### src/design/dbts_cell.sv
`default_nettype none

module dbts_cell #(
  parameter int COORD_BITS = 12,
  parameter int CNT_W      = 5,
  parameter int SUM_W      = 18,
  parameter int IDX        = 0
) (
  input  logic                  clk,
  input  logic                  rst,
  input  logic                  shift,
  input  logic [CNT_W-1:0]      held,
  // box from the younger neighbor
  input  logic                  in_vld,
  input  logic [COORD_BITS-1:0] in_left,
  input  logic [COORD_BITS-1:0] in_top,
  input  logic [COORD_BITS:0]   in_right,
  input  logic [COORD_BITS:0]   in_bottom,
  // box toward the older neighbor
  output logic                  out_vld,
  output logic [COORD_BITS-1:0] out_left,
  output logic [COORD_BITS-1:0] out_top,
  output logic [COORD_BITS:0]   out_right,
  output logic [COORD_BITS:0]   out_bottom,
  // running window sums
  input  logic [CNT_W-1:0]      cnt_in,
  input  logic [SUM_W-1:0]      sl_in,
  input  logic [SUM_W-1:0]      st_in,
  input  logic [SUM_W-1:0]      sr_in,
  input  logic [SUM_W-1:0]      sb_in,
  output logic [CNT_W-1:0]      cnt_out,
  output logic [SUM_W-1:0]      sl_out,
  output logic [SUM_W-1:0]      st_out,
  output logic [SUM_W-1:0]      sr_out,
  output logic [SUM_W-1:0]      sb_out
);

  logic                  vld;
  logic [COORD_BITS-1:0] left;
  logic [COORD_BITS-1:0] top;
  logic [COORD_BITS:0]   right;
  logic [COORD_BITS:0]   bottom;
  logic                  take;

  // only the newest held frames count
  assign take = vld && (32'(held) > IDX);

  always_ff @(posedge clk) begin
    if (rst) begin
      vld <= 1'b0;
    end else if (shift) begin
      vld <= in_vld;
    end
  end

  always_ff @(posedge clk) begin
    if (shift) begin
      left   <= in_left;
      top    <= in_top;
      right  <= in_right;
      bottom <= in_bottom;
    end
  end

  always_ff @(posedge clk) begin
    cnt_out <= cnt_in + CNT_W'(take);
    sl_out  <= sl_in + (take ? SUM_W'(left)   : '0);
    st_out  <= st_in + (take ? SUM_W'(top)    : '0);
    sr_out  <= sr_in + (take ? SUM_W'(right)  : '0);
    sb_out  <= sb_in + (take ? SUM_W'(bottom) : '0);
  end

  assign out_vld    = vld;
  assign out_left   = left;
  assign out_top    = top;
  assign out_right  = right;
  assign out_bottom = bottom;

endmodule

`default_nettype wire

### config.mk
export PLATFORM = sky130hd
export DESIGN_NAME = dbts_cell
export DESIGN_NICKNAME = d
export VERILOG_FILES = /design/src/design/dbts_cell.sv
export SDC_FILE = /design/constraint.sdc
export NUM_CORES = 1
export LEC_CHECK = 0
export ABC_AREA = 1
export BUFFER_PORTS_ARGS = -buffer_cell sky130_fd_sc_hd__buf_2
export CAP_MARGIN = 20
export CORE_MARGIN = 4
export CORE_UTILIZATION = 50
export CTS_CLUSTER_DIAMETER = 60
export DETAILED_ROUTE_END_ITERATION = 6
export GPL_ROUTABILITY_DRIVEN = 0
export HOLD_SLACK_MARGIN = 0.03
export MAX_ROUTING_LAYER = met4
export PLACE_DENSITY = 0.91
export SLEW_MARGIN = 20
export SYNTH_ARGS = -nofsm -noshare
export SYNTH_HDL_FRONTEND = slang
export SYNTH_SLANG_ARGS = --single-unit
### constraint.sdc
create_clock -name clk -period 2.19 [get_ports clk]
set_input_delay 0.1095 -clock clk [delete_from_list [all_inputs] [get_ports clk]]
set_output_delay 0.1095 -clock clk [all_outputs]
set_load 0.05 [all_outputs]
Word level (Yosys, flattened, before mapping)
Index checks and enable logic that the tools add are counted.

RAM bits: 0. Bits in registers: 128. Bits in read-only memories: 0. Bits in latches: 0. Input port bits: 136. Output and inout bits: 128. Memories: 0.

Muxes and demuxes: 4. Equal/unequal tests: 0. Shift-type cells: 0. $lt $le $gt $ge: 1. Reduce and logical (&&, ||, !) cells: 1. Add/sub/neg operators: 5. Multiply operators: 0. Bitwise gates (word level): 0. Divide/modulo/power cells: 0.

Operators with widths (number): $add 18x12->18 (2); $add 18x13->18 (2); $mux 13 (2); $mux 12 (2); $add 5x1->5 (1); $gt 5x1->1 const B (1); $logic_and 1x1->1 (1).

Logic depth before layout (Yosys ltp)
Depth in word-level cells: 4. Gate-level depth with buffers: 17. Gate-level depth less buffers: 16.

Least setup slack after synthesis
Ideal clock, no wire load.

Path type: reg2reg. From: register vld (netlist: out_vld). To: register sr_out[12]. Arrival time: 2.301 ns. Stages on the path, launching flop included: 14. Buffers on the path: 2. Required time: 2.078 ns. Path slack: -0.223 ns. Clock period less this slack: 2.413 ns. Path through: dfxtp_1 > nand2_1 > buf_2 > buf_4 > nor2_1 > ha_1 > inv_1 > fa_1 > o21ai_2 > nand2_1 > nand2_1 > nand2_1 > nand3_1 > nand2_1.

Word-level cells in the longest chain between the ends: 3.

Ends and longest elaborated chain: start: declaration (line 38) `logic vld;`; start signal: assignment (line 52) `vld <= in_vld;`; $logic_and 1x1->1 (line 46) `assign take = vld && (32'(held) > IDX);`; $mux 13 (line 69) `sr_out <= sr_in + (take ? SUM_W'(right) : '0);`; $add 18x13->18 (line 69); end signal: assignment (line 69); end: declaration (line 34) `output logic [SUM_W-1:0] sr_out,`.

No other way between the ends. A chain may end at the register's enable or synchronous reset.

Worst setup path after layout
From: register vld (netlist: out_vld). To: register sb_out[16].

Word-level cells in the longest chain between the ends: 3.

Ends and longest elaborated chain: $logic_and 1x1->1 (line 46); $mux 13 (line 70) `sb_out <= sb_in + (take ? SUM_W'(bottom) : '0);`; $add 18x13->18 (line 70); end signal: assignment (line 70); end: declaration (line 35) `output logic [SUM_W-1:0] sb_out`.

No other way between the ends.

==> impl_metrics.tcl <==
set metrics [dict create \
    syn_inst 945 \
    ant_nets 0 \
    finalPower_mw 7.981 \
    grt.overflow.total 0 \
    crit_fanout 21 \
    yosysSeqAreaShare_pct 42.86 \
    cts_root_buf "clkbuf_16" \
    first_iter_violations 706 \
    finClkSkew_ns 0.008890 \
    setup_viol 1 \
    worstPathRequired_ns 2.55 \
    initial_core_util_pct 51.28 \
    grt_busiest_layer "met2" \
    violations "negative setup slack" \
    synth-main-ff-cell "dfxtp_1" \
    cap_violations 0 \
    routed_wl_um 24950 \
    max-vdd-ir-drop_mv 0.5911 \
    dp_hpwl_um 16320 \
    fin_hold_ws_ns 0.1018 \
    drive_above_1_share_pct 29.79 \
    maxSlewViolCount 0 \
    gr-usage-met3_pct 7.525 \
    synth-async-reset-ratio_pct 0 \
    io_buffers 263 \
    mostFrequentLayoutCell "nand2_1" \
    crit_chain "nand2_8 > buf_8 > nor2_1 > ha_1 > nand2_1 > inv_1 > nand2_1 > nor3_1 > nand2_1 > nand2_1 > nand2_1 > nand2_1" \
    ys_ff_latch 128 \
    max_slew_margin_pct 72.94 \
    cts_tree "built" \
    multiInputGateArea_mm2 0.003471 \
    setup_ws_ns -0.02577 \
    crit_top_cell "nand2_1" \
    rsz0062_at_grt "yes" \
    crit_slowest_cell "ha_1" \
    wl_per_cell_um 16.05 \
    fin_crit_sh_pct 101.2 \
    remaining_drc_errors 0 \
    critPathKind "reg -> reg" \
    syn-cell-area_mm2 0.007146 \
    avgSynthCellArea_um2 7.561 \
    cts_sinks 128 \
    synth-edff-count 50 \
    arrival_ns 2.57 \
    nets 1552 \
    grt_max_degree 28 \
    dr.pass1.iters 6 \
    ioPinCount 264 \
    clk_latency_ns 0.42 \
    area_growth_pct 49.38 \
    outcome "complete, but fails checks" \
    end_kind "flip-flop" \
    critPathTopFamily "simple AND/OR/NAND/NOR gates" \
    timing.critical_path.buf_inv 2 \
    seqCellArea_mm2 0.003067 \
    tightest_slew_ns 0.4058 \
    max_freq_mhz 451.3 \
    worstHoldPathType "in -> reg" \
    die_h_um 127.5 \
    numCtsBuffers 17 \
    clkTransAtPathRegs_ns 0.06 \
    h-tree-depth 4 \
    cts_buffer_depth 2 \
    yosysUniqueCellTypes 29 \
    finalHoldViolations 0 \
    grt_pass1_wl_um 37450 \
    fp.dieArea_mm2 0.01627 \
    max_stage_delay_ns 0.40 \
    nFillCells 851 \
    coreArea_mm2 0.01393 \
    cp-start-kind "flip-flop" \
    final_cell_mix "281 x nand2_1, 263 x buf_2, 178 x inv_1" \
    grt_use_total_pct 29.93 \
    synth_nets 1137 \
    met2_usage_pct 53.05 \
    grt_pass1_vias 8013 \
    vias_per_cell 5.116 \
    power_leakage_nw 6.046 \
    fp-row-count 43 \
    ys_warn_count 0 \
    vias 7951 \
    grtUsageMet1_pct 30.33 \
    die_x_um 127.5 \
    final.min_clock_period_ns 2.216 \
    antenna_found_initial 1 \
    p_per_area_mw_per_mm2 747.7 \
]
-- cells in the mapped netlist (3+ instances only) --
cell / n / share of area, %
o21bai_1: 5 / 0.53
buf_4: 4 / 0.42
and2_1: 4 / 0.35
nand2_1: 292 / 15
nor2_4: 4 / 0.63
xnor2_1: 7 / 0.86
nand2_2: 15 / 1.3
nor3_1: 14 / 0.98
nor2_1: 92 / 4.8
o21ai_2: 4 / 0.49
ha_1: 52 / 9.1
dfxtp_1: 78 / 22
edfxtp_1: 50 / 21
fa_1: 4 / 1.1
inv_1: 180 / 9.5
xor2_1: 28 / 3.4
a21oi_1: 27 / 1.9
nand3b_1: 5 / 0.53
inv_2: 5 / 0.26
nand4_1: 3 / 0.26
nand3_1: 61 / 4.3
-- per-stage QoR --
stage                     utilization [%]  setup TNS, ns  setup slack [ns]  instances  area (um2)
after floorplan                         -              0           0.03557        945        7149
after global placement              64.70              0           0.02985       1429        9016
after detailed placement            64.70       -0.05673          -0.02939       1429        9016
after CTS                           75.12              0           0.01121       1545       10470
after global routing                76.60        -0.2773           -0.1215       1554       10670
final                               76.60       -0.02577          -0.02577       1554       10670
-- final timing paths --
kind	from	to	slack (ns)	cells after the start
worst max-delay path	out_vld$_SDFFE_PP0P_	sb_out[16]$_DFF_P_	-0.03	12
worst max register to register	out_vld$_SDFFE_PP0P_	sb_out[16]$_DFF_P_	-0.03	12
worst min register to register	out_left[0]$_DFFE_PP_	sl_out[0]$_DFF_P_	0.65	3
worst min-delay path	st_in[2]	st_out[2]$_DFF_P_	0.10	3
-- per-layer routing --
metal	part of all wire [%]	vias up
met5	0	-
met4	4.8	0
met3	8.3	118
met2	51	478
li1	-	3742
met1	36	3613
-- layout make-up --
| type | instances | area share, % |
|---|---|---|
| flip-flops and latches | 128 | 28.73 |
| clock buffers | 25 | 5.052 |
| well taps | 180 | 2.110 |
| diodes | 1 | 0.02344 |
| multi-input cells | 627 | 32.52 |
| clock inverters | 7 | 0.6330 |
| inverters | 185 | 6.541 |
| repair buffers | 401 | 24.39 |
-- cells by family after synthesis --
logic type | synth area share, %
muxes | 0.1401
adders and majority gates | 10.23
buffers and inverters | 10.21
AOI/OAI and AO/OA | 3.449
DFF | 42.86
xor gates and xnor gates | 4.290
and+or+nand+nor | 28.82
-- report_power, final --
part / switching, mW / internal [mW]
Clock: 1.08 / 1.82
Sequential: 0.0994 / 2.73
Combinational: 1.57 / 0.677
-- what timing repair did --
| item | 4_1_cts | 5_1_grt |
|---|---|---|
| setup buffers | 0 | 7 |
| gates cloned | 0 | 1 |
| endpoints found under the setup margin | 1 | 31 |
| hold buffers | 84 | 0 |
| gates resized for setup | 1 | 36 |
| endpoints found under the hold margin | 82 | 0 |
| pin swaps | 0 | 8 |
-- flip-flops by register name (all words and copies together), names as in the netlist --
| register | count |
|---|---|
| sb_out | 18 |
| out_vld | 1 |
| st_out | 18 |
| out_bottom | 13 |
| sl_out | 18 |
| out_right | 13 |
| cnt_out | 5 |
| out_top | 12 |
| out_left | 12 |
| sr_out | 18 |
-- worst reg2reg max path, cell delays in order, from the launching register on --
cell     delay, ns
dfxtp_4       0.37
nand2_8       0.10
buf_8         0.19
nor2_1        0.07
ha_1          0.40
nand2_1       0.11
inv_1         0.11
nand2_1       0.12
nor3_1        0.25
nand2_1       0.16
nand2_1       0.12
nand2_1       0.08
nand2_1       0.08
Power figures use the tool's default switching activity.
