==> config.mk <==
export PLATFORM = sky130hd
export DESIGN_NAME = dbts_div
export DESIGN_NICKNAME = d
export VERILOG_FILES = /design/src/design/dbts_div.sv
export SDC_FILE = /design/constraint.sdc
export NUM_CORES = 1
export LEC_CHECK = 0
export BUFFER_PORTS_ARGS = -buffer_cell sky130_fd_sc_hd__clkbuf_2
export CAP_MARGIN = 5
export CORE_ASPECT_RATIO = 2
export CORE_UTILIZATION = 49
export CTS_BUF_LIST = sky130_fd_sc_hd__clkbuf_8
export DETAILED_ROUTE_END_ITERATION = 10
export GPL_TIMING_DRIVEN = 0
export PLACE_DENSITY = 0.78
export SLEW_MARGIN = 20
export SYNTH_ARGS = -nofsm -noshare
export SYNTH_HDL_FRONTEND = slang
export SYNTH_SLANG_ARGS = --single-unit
==> constraint.sdc <==
create_clock -name clk -period 2.25 [get_ports clk]
set_input_delay 0.3375 -clock clk [delete_from_list [all_inputs] [get_ports clk]]
set_output_delay 0.3375 -clock clk [all_outputs]
set_load 0.005 [all_outputs]
==> src/design/dbts_div.sv <==
`default_nettype none

module dbts_div #(
  parameter int NUM_W = 18,
  parameter int DEN_W = 5
) (
  input  logic             clk,
  input  logic             rst,
  input  logic             start,
  input  logic [NUM_W-1:0] num,
  input  logic [DEN_W-1:0] den,
  output logic [NUM_W-1:0] quo,
  output logic             done
);

  localparam int STEP_W = $clog2(NUM_W + 1);

  logic              running;
  logic [STEP_W-1:0] step;
  logic [DEN_W-1:0]  rem;
  logic [DEN_W-1:0]  dvs;
  logic [DEN_W:0]    trial;
  logic [DEN_W:0]    diff;
  logic              ge;

  // restoring division, one quotient bit per cycle
  assign trial = {rem, quo[NUM_W-1]};
  assign ge    = trial >= {1'b0, dvs};
  assign diff  = trial - {1'b0, dvs};

  always_ff @(posedge clk) begin
    if (rst) begin
      running <= 1'b0;
      done    <= 1'b0;
      step    <= '0;
    end else begin
      done <= 1'b0;
      if (start) begin
        running <= 1'b1;
        step    <= '0;
      end else if (running) begin
        step <= step + STEP_W'(1);
        if (step == STEP_W'(NUM_W - 1)) begin
          running <= 1'b0;
          done    <= 1'b1;
        end
      end
    end
  end

  always_ff @(posedge clk) begin
    if (start) begin
      quo <= num;
      rem <= '0;
      dvs <= den;
    end else if (running) begin
      rem <= ge ? diff[DEN_W-1:0] : trial[DEN_W-1:0];
      quo <= {quo[NUM_W-2:0], ge};
    end
  end

endmodule

`default_nettype wire

Word-level counts from Yosys, hierarchy flattened
Cells that the tools add are included.
Word-level totals
  bits in registers: 35
  input bits: 26
  output and inout port bits: 19
  word-level logic and storage cells: 21
Cells by class
  add/sub/neg operators: 2
  $lt $le $gt $ge: 1
  equal/unequal tests: 1
  mux-type cells: 7
  bitwise gates (word level): 1
  reductions and logical operators: 3
Operator list (number)
  $mux 18: 2
  $ge 6x5->1: 1
  $add 5x1->5 const B: 1
  $eq 5x5->1 const B: 1
  $mux 5: 1
  $sub 5x5->5: 1
  $mux 1: 4
  $reduce_or 3->1: 1
  $reduce_bool 2->1: 1
  $reduce_or 2->1: 1
  $not 1->1: 1

Longest topological paths before layout
Gate-level depths: netlist (run 1).
  depth after elaboration: 4
  depth in mapped cells: 8
  gate-level depth less buffers: 8

Worst setup path before layout (run 1)
No wires, ideal clock.
  kind: reg-to-reg
  start point: reg quo[17]
  end point: reg rem[2]
  library setup time: 0.095 ns
  arrival time: 2.064 ns
  data required time: 2.155 ns
  setup slack: 0.091 ns
  cell stages (with the launch flop): 9
  buffers on the path: 0
  period minus slack after synthesis: 2.159 ns
  cells stage by stage: edfxtp_1 > inv_1 > ha_1 > inv_1 > fa_1 > a211o_1 > o211a_1 > or4_1 > o311ai_1
Between the ends
  cells in the longest elaborated chain, start to end: 2
  elaborated cells on any way between the ends: 3
  those cells by class: add/sub: 1; order compare: 1; mux: 1
RTL lines
  start: declaration: line 12  | output logic [NUM_W-1:0] quo,
  start signal: assignment: line 53  | quo <= num;
  start signal: assignment: line 58  | quo <= {quo[NUM_W-2:0], ge};
  $sub 5x5->5 / $ge 6x5->1 (equally long branches): line 29, 28
  $mux 5 *: line 57  | rem <= ge ? diff[DEN_W-1:0] : trial[DEN_W-1:0];
  end signal: assignment: line 57
  end: declaration: line 20  | logic [DEN_W-1:0] rem;
Mark *: on every way between the ends. The rest lies on a longest branch, timed or not.
A chain may end at the register's enable or synchronous reset.

Worst setup path in the final report (run 1)
Ends and elaborated chain as after synthesis.

==> impl_metrics.yaml, run 1 <==
clock_tree:
  cts.sinks: 35
  cts_buffers: 5
  holdBufCountCts: 0
  h-tree-depth: 2
  clockBufferDepth: 2
  insertion_delay_ps: 280
  cts_tree: "built"
  clkSlewWorstSetupHoldPaths_ps: 70
  clockRootBuffer: "clkbuf_8"
pwr:
  switching_share_pct: 26.1
  seq_power_share_pct: 52.9
  p_per_area_nw_per_um2: 728
  p_comb_share_pct: 18.5
  p_clk_share_pct: 28.6
  intPower_uw: 1100
  p_sw_uw: 388
  power_leakage_uw: 0.000884
  p_total_uw: 1490
  peakVddDrop_uv: 639
sta:
  setup_viol: 0
  fmax_ghz: 0.455
  max_slew.worst_pin.slew_ps: 536
  slew_headroom_pct: 64.0
  drv_slew: 0
  period_needed_ps: 2200
  skew_ps: 7.80
  min_period_over_period_pct: 97.6
  hold_slack_ps: 224
  finalHoldViolCount: 0
layout:
  fin_area_um2: 2040
  num_antenna_cells: 0
  drive_gt1_share_pct: 41.7
  fill_cells: 256
  syn_to_final_growth_pct: 22.2
  nets: 220
  postLayoutCoreUtil_pct: 63.9
critical_path:
  path_class: "flop to flop"
  cp.required_ps: 2440
  critical_path.max_fanout: 3
  critPathArrivalTime_ps: 2390
  worst_path_largest_cell_delay_ps: 520
  critical-path-top-delay-family: "compound AO/OA/AOI/OAI gates"
  crit_chain: "inv_2, ha_4, inv_1, fa_2, a211o_1, o211a_1, or4_1, o311ai_1"
  critPathBufInv: 2
  endpoint_kind: "flop"
  r2r_setup_slack_ps: 50
  start_kind: "flop"
  slowest_stage: "or4_1"
min_path:
  hold_path.class: "input pin to flop"
route:
  drcViolationCount: 0
  wl_per_cell_um: 16.2
  via_count: 1250
  viasPerCell: 5.73
  firstDrtPassIters: 4
  ant_nets: 0
  wl_um: 3540
  drtIter0Drc: 29
placement:
  io_buffer_count: 44
  postPlaceCellArea_um2: 1930
  gp_congestion: 0.930
  dp_hpwl_um: 2690
logic_synthesis:
  ys_warn_count: 0
  netlist_instances: 133
  synth-seq-cells: 35
  syn_area_um2: 1670
  avgSynthCellArea_um2: 12.5
  synth_cell_types: 40
  syn_nets: 167
  post-synth-top-area-fraction_pct: 41.4
  ys_top_cells_by_area: "edfxtp_1 41%, dfxtp_1 14%, mux2_2 11%"
  synth_top_cell_by_area: "edfxtp_1"
  ys_seq_area_share_pct: 55.8
floorplanning:
  die-area_um2: 3660
  core.rowCount: 29
  core-area_um2: 3190
  top_level_ports: 45
  die_w_um: 43.3
  start_util_pct: 52.3
  die_h_um: 84.5
global_route:
  gr-total-overflow: 0
  antenna_found_initial: 0
  grt_pass1_vias: 1314
  grt_max_degree: 19
  grt_first_pass_wirelength_um: 5600
  track_usage_pct: 20.7
job:
  cap_violations: 0
status:
  status: "finished, final reports clean"
## metrics by stage
step                      std cells  worst slack, ps  TNS, ps
final                           218             54.2        0
after global routing            218            -3.65    -3.65
after CTS                       217             35.1        0
after detailed placement        208            -41.3    -41.3
after global placement          208             23.6        0
after floorplan                 133             90.7        0
## per-layer routing
layer / vias to the layer above / track usage (%) / wire length (um)
met3: 7 / 3.66 / 152
met1: 597 / 20.8 / 1240
met5: - / 0 / 0
met4: 0 / 13.2 / 92
met2: 51 / 36.9 / 2050
li1: 595 / - / -
## worst reg2reg max path, delay by kind of cell (launching register included)
| family | cells | cell delay, ps |
|---|---|---|
| AOI/OAI and AO/OA | 3 | 550 |
| adders and majority gates | 2 | 490 |
| buffers and inverters | 2 | 130 |
| DFF | 1 | 410 |
| and+or+nand+nor | 1 | 520 |
## sequential cells by signal, summed over array words and instances (netlist names)
register	flops
rem	5
dvs	5
step	5
done	1
running	1
quo	18
## kinds of logic (layout without fill, tap and decap cells)
logic type	count (synthesis)	after routing	synth area share (%)
mux	17	17	11.5
buf+inv	14	68	3.22
compound gates	21	21	9.52
xor+xnor	6	6	3.15
simple gates	32	32	10.4
fa+ha+maj	8	8	6.45
flops	35	35	55.8
## area by class of cell
| class | count | area [um2] | area share [%] |
|---|---|---|---|
| flip-flops and latches | 35 | 931 | 45.6 |
| multi-input cells | 84 | 699 | 34.3 |
| repair buffers | 46 | 235 | 11.5 |
| clock buffers | 5 | 68.8 | 3.37 |
| well taps | 31 | 38.8 | 1.90 |
| inverters | 8 | 30.0 | 1.47 |
| plain buffers | 6 | 23.8 | 1.17 |
| clock inverters | 3 | 12.5 | 0.613 |
## cell usage after synthesis
cell and instances:
a211o_2 1, or2_2 1, a311oi_1 2, nand2b_1 1, o41ai_1 1, dfxtp_1 12
or4_1 1, nor2b_1 2, nor3b_1 1, ha_1 7, nand3_1 2, xor2_1 3
nor2_1 11, xnor2_1 3, o21ba_2 1, inv_1 8, o311ai_1 1, and3_1 1
or3b_2 1, o211a_1 1, clkbuf_1 5, nand3b_1 1, nor3_1 1, nor4bb_1 1
a21oi_1 4, a31oi_1 1, buf_2 1, o31ai_1 1, a211o_1 2, nand2_1 4
a211oi_1 3, fa_1 1, nand4_1 2, a21o_1 1, o211ai_1 1, edfxtp_1 23
mux2_2 17, or2_1 1, o21ai_0 1, and4_4 1
## power by group through the flow
stage	registers, uW	clock network [uW]	logic (uW)
3_5_place_dp	798	0	262
2_1_floorplan	793	0	162
5_1_grt	790	452	301
3_3_place_gp	795	0	248
6_report	785	424	275
4_1_cts	785	432	268
## placed cells by master (no fill, tap or decap), types with 2 or more instances in the layout
cell | synthesis | routed
nor2b_1 | 2 | 2
nand2_1 | 4 | 4
clkbuf_2 | 0 | 44
nand4_1 | 2 | 2
buf_4 | 0 | 2
a211oi_1 | 3 | 3
xnor2_1 | 3 | 3
ha_1 | 7 | 6
a311oi_1 | 2 | 2
dfxtp_1 | 12 | 12
mux2_2 | 17 | 17
clkbuf_8 | 0 | 5
a211o_1 | 2 | 2
nor2_1 | 11 | 11
nand3_1 | 2 | 2
inv_1 | 8 | 9
clkbuf_1 | 5 | 5
xor2_1 | 3 | 3
edfxtp_1 | 23 | 23
a21oi_1 | 4 | 4
## final timing paths
| check | to | start | cells after the start |
|---|---|---|---|
| hold reg to reg | rem[3]$_SDFFE_PP0P_ | running$_SDFF_PP0_ | 2 |
| hold / removal | dvs[4]$_DFFE_PP_ | den[4] | 1 |
| setup / recovery | rem[2]$_SDFFE_PP0P_ | quo[17]$_DFFE_PP_ | 8 |
| setup reg to reg | rem[2]$_SDFFE_PP0P_ | quo[17]$_DFFE_PP_ | 8 |
## what timing repair did
item                                    CTS  global route
gates resized for setup                   1             3
setup buffers                             1             1
endpoints found under the setup margin    1             1
(Power assumes the default switching activity.)
==> inputs of run 2 (changes only) <==
--- a/config.mk
+++ b/config.mk
@@ -5,6 +5,7 @@
 export SDC_FILE = /design/constraint.sdc
 export NUM_CORES = 1
 export LEC_CHECK = 0
+export ABC_AREA = 1
 export BUFFER_PORTS_ARGS = -buffer_cell sky130_fd_sc_hd__clkbuf_2
 export CAP_MARGIN = 5
 export CORE_ASPECT_RATIO = 2
==> run 2 against run 1 <==
Effect of this change: the flow now finishes with violations (DRC); register-to-register slack gained 400 ps; global-route usage shrank 0.42 points; sequential share of layout area shrank 0.28 points; via count grew 11%.
==> impl_metrics.yaml, run 2 <==
status:
  status: "complete, but fails checks"
  violations: "DRC"
route:
  firstDrtPassIters: 7
  wl_um: 3270
  wl_per_cell_um: 11.9
  drcViolationCount: 3
  ant_nets: 0
  drtIter0Drc: 30
  via_count: 1385
  viasPerCell: 5.05
logic_synthesis:
  async_reset_ff_share_pct: 0
  synth-seq-cells: 35
  post-synth-top-area-fraction_pct: 40.4
  ys_seq_area_share_pct: 54.4
  syn_nets: 224
  ys_warn_count: 0
  syn_area_um2: 1710
  ys_top_cells_by_area: "edfxtp_1 40%, nand2_1 17%, dfxtp_1 14%"
  synth_cell_types: 26
  synth_top_cell_by_area: "edfxtp_1"
  synthFlopType: "edfxtp_1"
  avgSynthCellArea_um2: 9.01
  synth_most_common_cell: "nand2_1"
  netlist_instances: 190
  synth_enable_flop_cells: 23
  yosys-top-cells-count: "77 x nand2_1, 23 x edfxtp_1, 21 x inv_1"
clock_tree:
  clkSlewWorstSetupHoldPaths_ps: 70
  cts_setup_buffers: 0
  cts_buffers: 5
  cts.sinks: 35
  holdBufCountCts: 0
  clockBufferDepth: 2
  cts-resized-gates: 0
  clockRootBuffer: "clkbuf_8"
  insertion_delay_ps: 280
  cts_tree: "built"
  h-tree-depth: 2
global_route:
  gr-total-overflow: 0
  antenna_found_initial: 0
  grt_max_degree: 20
  grt_first_pass_wirelength_um: 5610
  grt_pass1_vias: 1346
  track_usage_pct: 20.3
critical_path:
  reg2reg_to: "quo[0]$_DFFE_PP_"
  critical-path-top-delay-family: "adder cells"
  timing.rr.start: "quo[17]$_DFFE_PP_"
  cp.required_ps: 2280
  critPathBufInv: 2
  worst_path_largest_cell_delay_ps: 390
  slowest_stage: "edfxtp_1"
  reg2reg_depth: 8
  critPathArrivalTime_ps: 1820
  start_kind: "flop"
  endpoint_kind: "flop"
  r2r_setup_slack_ps: 450
  critical_path.max_fanout: 7
  crit_chain: "inv_1, ha_1, inv_1, fa_1, nand2_1, nand2_1, nand3_4, a31oi_1"
  path_class: "flop to flop"
floorplanning:
  die-area_um2: 3750
  start_util_pct: 50.7
  core-area_um2: 3380
  core.rowCount: 30
  die_h_um: 85.6
  die_w_um: 43.8
  top_level_ports: 45
pwr:
  power_leakage_uw: 0.00105
  peakVddDrop_uv: 486
  p_per_area_nw_per_um2: 716
sta:
  max_slew.worst_pin.slew_ps: 395
  min_period_over_period_pct: 79.9
  setup_viol: 0
  skew_ps: 5.17
  period_needed_ps: 1800
  drv_slew: 0
  finalHoldViolCount: 0
  rsz0062_at_grt: "no"
  fin_setup_tns_ps: 0
  slew_headroom_pct: 73.7
  fmax_ghz: 0.556
  fin_ws_ps: 453
job:
  cap_violations: 0
layout:
  top_register: "quo"
  nets: 275
  final_common_cell: "nand2_1"
  drive_gt1_share_pct: 26.4
  syn_to_final_growth_pct: 19.9
  largest_reg_flops: 18
  num_antenna_cells: 0
  postLayoutCoreUtil_pct: 60.7
  layout_common_cells: "77 x nand2_1, 44 x clkbuf_2, 23 x edfxtp_1, 22 x inv_1"
placement:
  gp_congestion: 0.815
  dp_slack_ps: 439
  dp_hpwl_um: 2570
  io_buffer_count: 44
min_path:
  hp-start: "den[1]"
  hold_path.class: "input pin to flop"
  min_delay_path_depth: 1
  hold_path_end: "dvs[1]$_DFFE_PP_"
-- run 2: cell types whose count changed after synthesis, sizes merged, moves of 3 or more --
cell	before	now
xor2	3	0
nor3	1	5
clkbuf	5	0
nand3	2	13
a211o	3	0
buf	1	5
mux2	17	0
inv	8	23
nand2	4	78
-- run 2: stage by stage --
| stage | power (uW) | hold WS, ps | cells | instance area (um2) |
|---|---|---|---|---|
| after floorplan | 971 | 427 | 190 | 1710 |
| after global placement | 1060 | 443 | 266 | 1970 |
| after detailed placement | 1070 | 448 | 266 | 1970 |
| after CTS | 1480 | 217 | 274 | 2050 |
| after global routing | 1550 | 219 | 274 | 2050 |
| final | 1470 | 228 | 274 | 2050 |
-- run 2: worst max-delay path by stage --
| stage | from | end | cells past startpoint | slack, ps |
|---|---|---|---|---|
| 6_report | quo[17]$_DFFE_PP_ | quo[0]$_DFFE_PP_ | 8 | 450 |
| 5_1_grt | quo[17]$_DFFE_PP_ | rem[3]$_SDFFE_PP0P_ | 11 | 330 |
| 4_1_cts | quo[17]$_DFFE_PP_ | quo[0]$_DFFE_PP_ | 8 | 430 |
| 3_5_place_dp | quo[17]$_DFFE_PP_ | quo[0]$_DFFE_PP_ | 8 | 440 |
| 3_3_place_gp | quo[17]$_DFFE_PP_ | quo[0]$_DFFE_PP_ | 8 | 450 |
| 2_1_floorplan | quo[17]$_DFFE_PP_ | quo[0]$_DFFE_PP_ | 8 | 610 |
-- run 2: layout make-up --
class                   instances  area (um2)
multi-input cells             127         667
repair buffers                 44         220
well taps                      32        40.0
inverters                      23        86.3
fillers                       318        1330
flip-flops and latches         35         931
plain buffers                   5        27.5
clock inverters                 3        11.3
clock buffers                   5        68.8
-- run 2: logic make-up (layout without fill, tap and decap cells) --
family / count (synthesis) / count (layout) / share of synthesized area [%]
and+or+nand+nor: 110 / 110 / 29.4
adders and majority gates: 8 / 8 / 6.29
xor gates and xnor gates: 1 / 1 / 0.512
AOI/OAI and AO/OA: 8 / 8 / 2.78
buffers and inverters: 28 / 80 / 6.65
DFF: 35 / 35 / 54.4
-- run 2: worst register-to-register path: cells and delay by family, from the launching register on --
| family | cells | cell delay (ps) |
|---|---|---|
| compound gates | 1 | 110 |
| simple gates | 3 | 320 |
| buf+inv | 2 | 180 |
| fa+ha+maj | 2 | 550 |
| flops | 1 | 390 |
-- run 2: per-layer routing --
layer | GRT usage, % | wire (um)
met5 | 0 | 0
met4 | 10.2 | 75
met3 | 3.58 | 122
met2 | 38.4 | 1840
met1 | 19.5 | 1240
-- run 2: power by group --
part           internal, uW  total, uW  switching [uW]
Sequential              749        780            30.4
Combinational           117        273             156
Clock                   206        416             209
==> inputs of run 3 (changes only) <==
--- a/config.mk
+++ b/config.mk
@@ -9,11 +9,11 @@
 export BUFFER_PORTS_ARGS = -buffer_cell sky130_fd_sc_hd__clkbuf_2
 export CAP_MARGIN = 5
 export CORE_ASPECT_RATIO = 2
-export CORE_UTILIZATION = 49
+export CORE_UTILIZATION = 54
 export CTS_BUF_LIST = sky130_fd_sc_hd__clkbuf_8
 export DETAILED_ROUTE_END_ITERATION = 10
 export GPL_TIMING_DRIVEN = 0
-export PLACE_DENSITY = 0.78
+export PLACE_DENSITY = 0.81
 export SLEW_MARGIN = 20
 export SYNTH_ARGS = -nofsm -noshare
 export SYNTH_HDL_FRONTEND = slang
==> constraint.sdc (replaced) <==
create_clock -name clk -period 1.85 [get_ports clk]
set_input_delay 0.2775 -clock clk [delete_from_list [all_inputs] [get_ports clk]]
set_output_delay 0.2775 -clock clk [all_outputs]
set_load 0.005 [all_outputs]
==> run 3 against run 2 <==
Effect of this change: the flow now finishes without violations; hold slack got worse by 58 ps; register-to-register slack got worse by 360 ps; utilization increased by 8.4 points; design area increased by 0.37%; sequential share of layout area decreased by 0.17 points; highest routed layer unchanged.
==> impl_metrics.yaml, run 3 (synthesized netlist as in run 2, its figures left out) <==
sta:
  rsz0062_at_grt: "no"
  setup_viol: 0
  period_needed_ps: 1760
  finalHoldViolCount: 0
  skew_ps: 5.22
  min_period_over_period_pct: 95.0
  fmax_ghz: 0.569
  max_slew.worst_pin.slew_ps: 391
  fin_ws_ps: 92.7
  drv_slew: 0
  fin_setup_tns_ps: 0
  slew_headroom_pct: 73.9
layout:
  final_common_cell: "nand2_1"
  nets: 276
  layout_common_cells: "77 x nand2_1, 44 x clkbuf_2, 23 x edfxtp_1, 22 x inv_1"
  drive_gt1_share_pct: 27.2
  largest_reg_flops: 18
  num_antenna_cells: 0
  top_register: "quo"
  syn_to_final_growth_pct: 20.3
clock_tree:
  holdBufCountCts: 0
  clkSlewWorstSetupHoldPaths_ps: 70
  clockRootBuffer: "clkbuf_8"
  cts.sinks: 35
  cts_buffers: 5
  insertion_delay_ps: 280
  clockBufferDepth: 2
  h-tree-depth: 2
  cts_tree: "built"
pwr:
  seq_power_share_pct: 53.4
  intPower_uw: 1310
  p_per_area_nw_per_um2: 863
  power_leakage_uw: 0.00105
  peakVddDrop_uv: 570
  switching_share_pct: 26.4
  p_comb_share_pct: 18.8
  p_clk_share_pct: 27.8
  p_sw_uw: 469
global_route:
  grt_first_pass_wirelength_um: 4990
  gr-total-overflow: 0
  antenna_found_initial: 0
  grt_pass1_vias: 1239
  grt_max_degree: 20
  track_usage_pct: 19.6
floorplanning:
  die_w_um: 41.8
  top_level_ports: 45
  die_h_um: 81.6
  start_util_pct: 57.5
  core-area_um2: 2980
  die-area_um2: 3410
  core.rowCount: 28
route:
  viasPerCell: 4.99
  via_count: 1361
  drtIter0Drc: 26
  firstDrtPassIters: 4
  drcViolationCount: 0
  wl_per_cell_um: 11.5
  wl_um: 3150
  ant_nets: 0
placement:
  gp_congestion: 0.860
  dp_hpwl_um: 2440
  dp_slack_ps: 67.0
  io_buffer_count: 44
critical_path:
  path_class: "flop to flop"
  cp.required_ps: 1880
  endpoint_kind: "flop"
  critPathArrivalTime_ps: 1780
  start_kind: "flop"
  critical_path.max_fanout: 7
status:
  status: "finished, final reports clean"
min_path:
  hold_path.class: "input pin to flop"
job:
  cap_violations: 0
[run 3: area by class of cell]
type / instances / area [um2]
clock buffers: 5 / 68.8
clock inverters: 3 / 11.3
well taps: 30 / 37.5
plain buffers: 5 / 27.5
inverters: 23 / 86.3
multi-input cells: 127 / 669
repair buffers: 45 / 228
fillers: 240 / 918
flip-flops and latches: 35 / 931
[run 3: path summary, 6_finish.rpt]
kind	from	to	slack, ps	depth (start not counted)
min reg2reg	rem[4]$_SDFFE_PP0P_	rem[4]$_SDFFE_PP0P_	450	2
min	den[3]	dvs[3]$_DFFE_PP_	170	1
max reg2reg	quo[17]$_DFFE_PP_	quo[0]$_DFFE_PP_	90	8
max	quo[17]$_DFFE_PP_	quo[0]$_DFFE_PP_	90	8
[run 3: per-stage QoR]
stage,power [uW],hold WS (ps),utilization (%),cell area [um2],instances
6_report,1780,170,69.2,2060,273
5_1_grt,1870,162,69.2,2060,273
4_1_cts,1800,162,68.8,2050,272
3_5_place_dp,1300,447,66.1,1970,264
3_3_place_gp,1290,449,66.1,1970,264
2_1_floorplan,1180,376,-,1710,190
[run 3: power groups by stage]
| stage | Clock, uW | Sequential (uW) | Combinational, uW |
|---|---|---|---|
| 3_3_place_gp | 0 | 964 | 325 |
| 6_report | 494 | 949 | 335 |
| 3_5_place_dp | 0 | 964 | 332 |
| 2_1_floorplan | 0 | 962 | 218 |
| 4_1_cts | 516 | 949 | 335 |
| 5_1_grt | 540 | 954 | 378 |
[run 3: routing by layer]
metal | global-route usage [%] | part of all wire, % | up-vias
li1 | - | - | 713
met1 | 19.8 | 39 | 615
met2 | 35.9 | 55 | 28
met3 | 4.40 | 3.5 | 5
met4 | 11.3 | 2.2 | 0
met5 | 0 | 0 | -
[run 3: worst max-delay path, cell delays in order (launching register included)]
cell and delay [ps]:
edfxtp_1 400, inv_1 110, ha_1 150, inv_1 60, fa_2 350, nand2_1 80, nand2_1 100, nand3_4 140
a31oi_1 110
[run 3: timing repair]
item / 4_1_cts / 5_1_grt
resized for setup: 0 / 1
endpoints found under the setup margin: 0 / 5
buffers inserted: 0 / 1
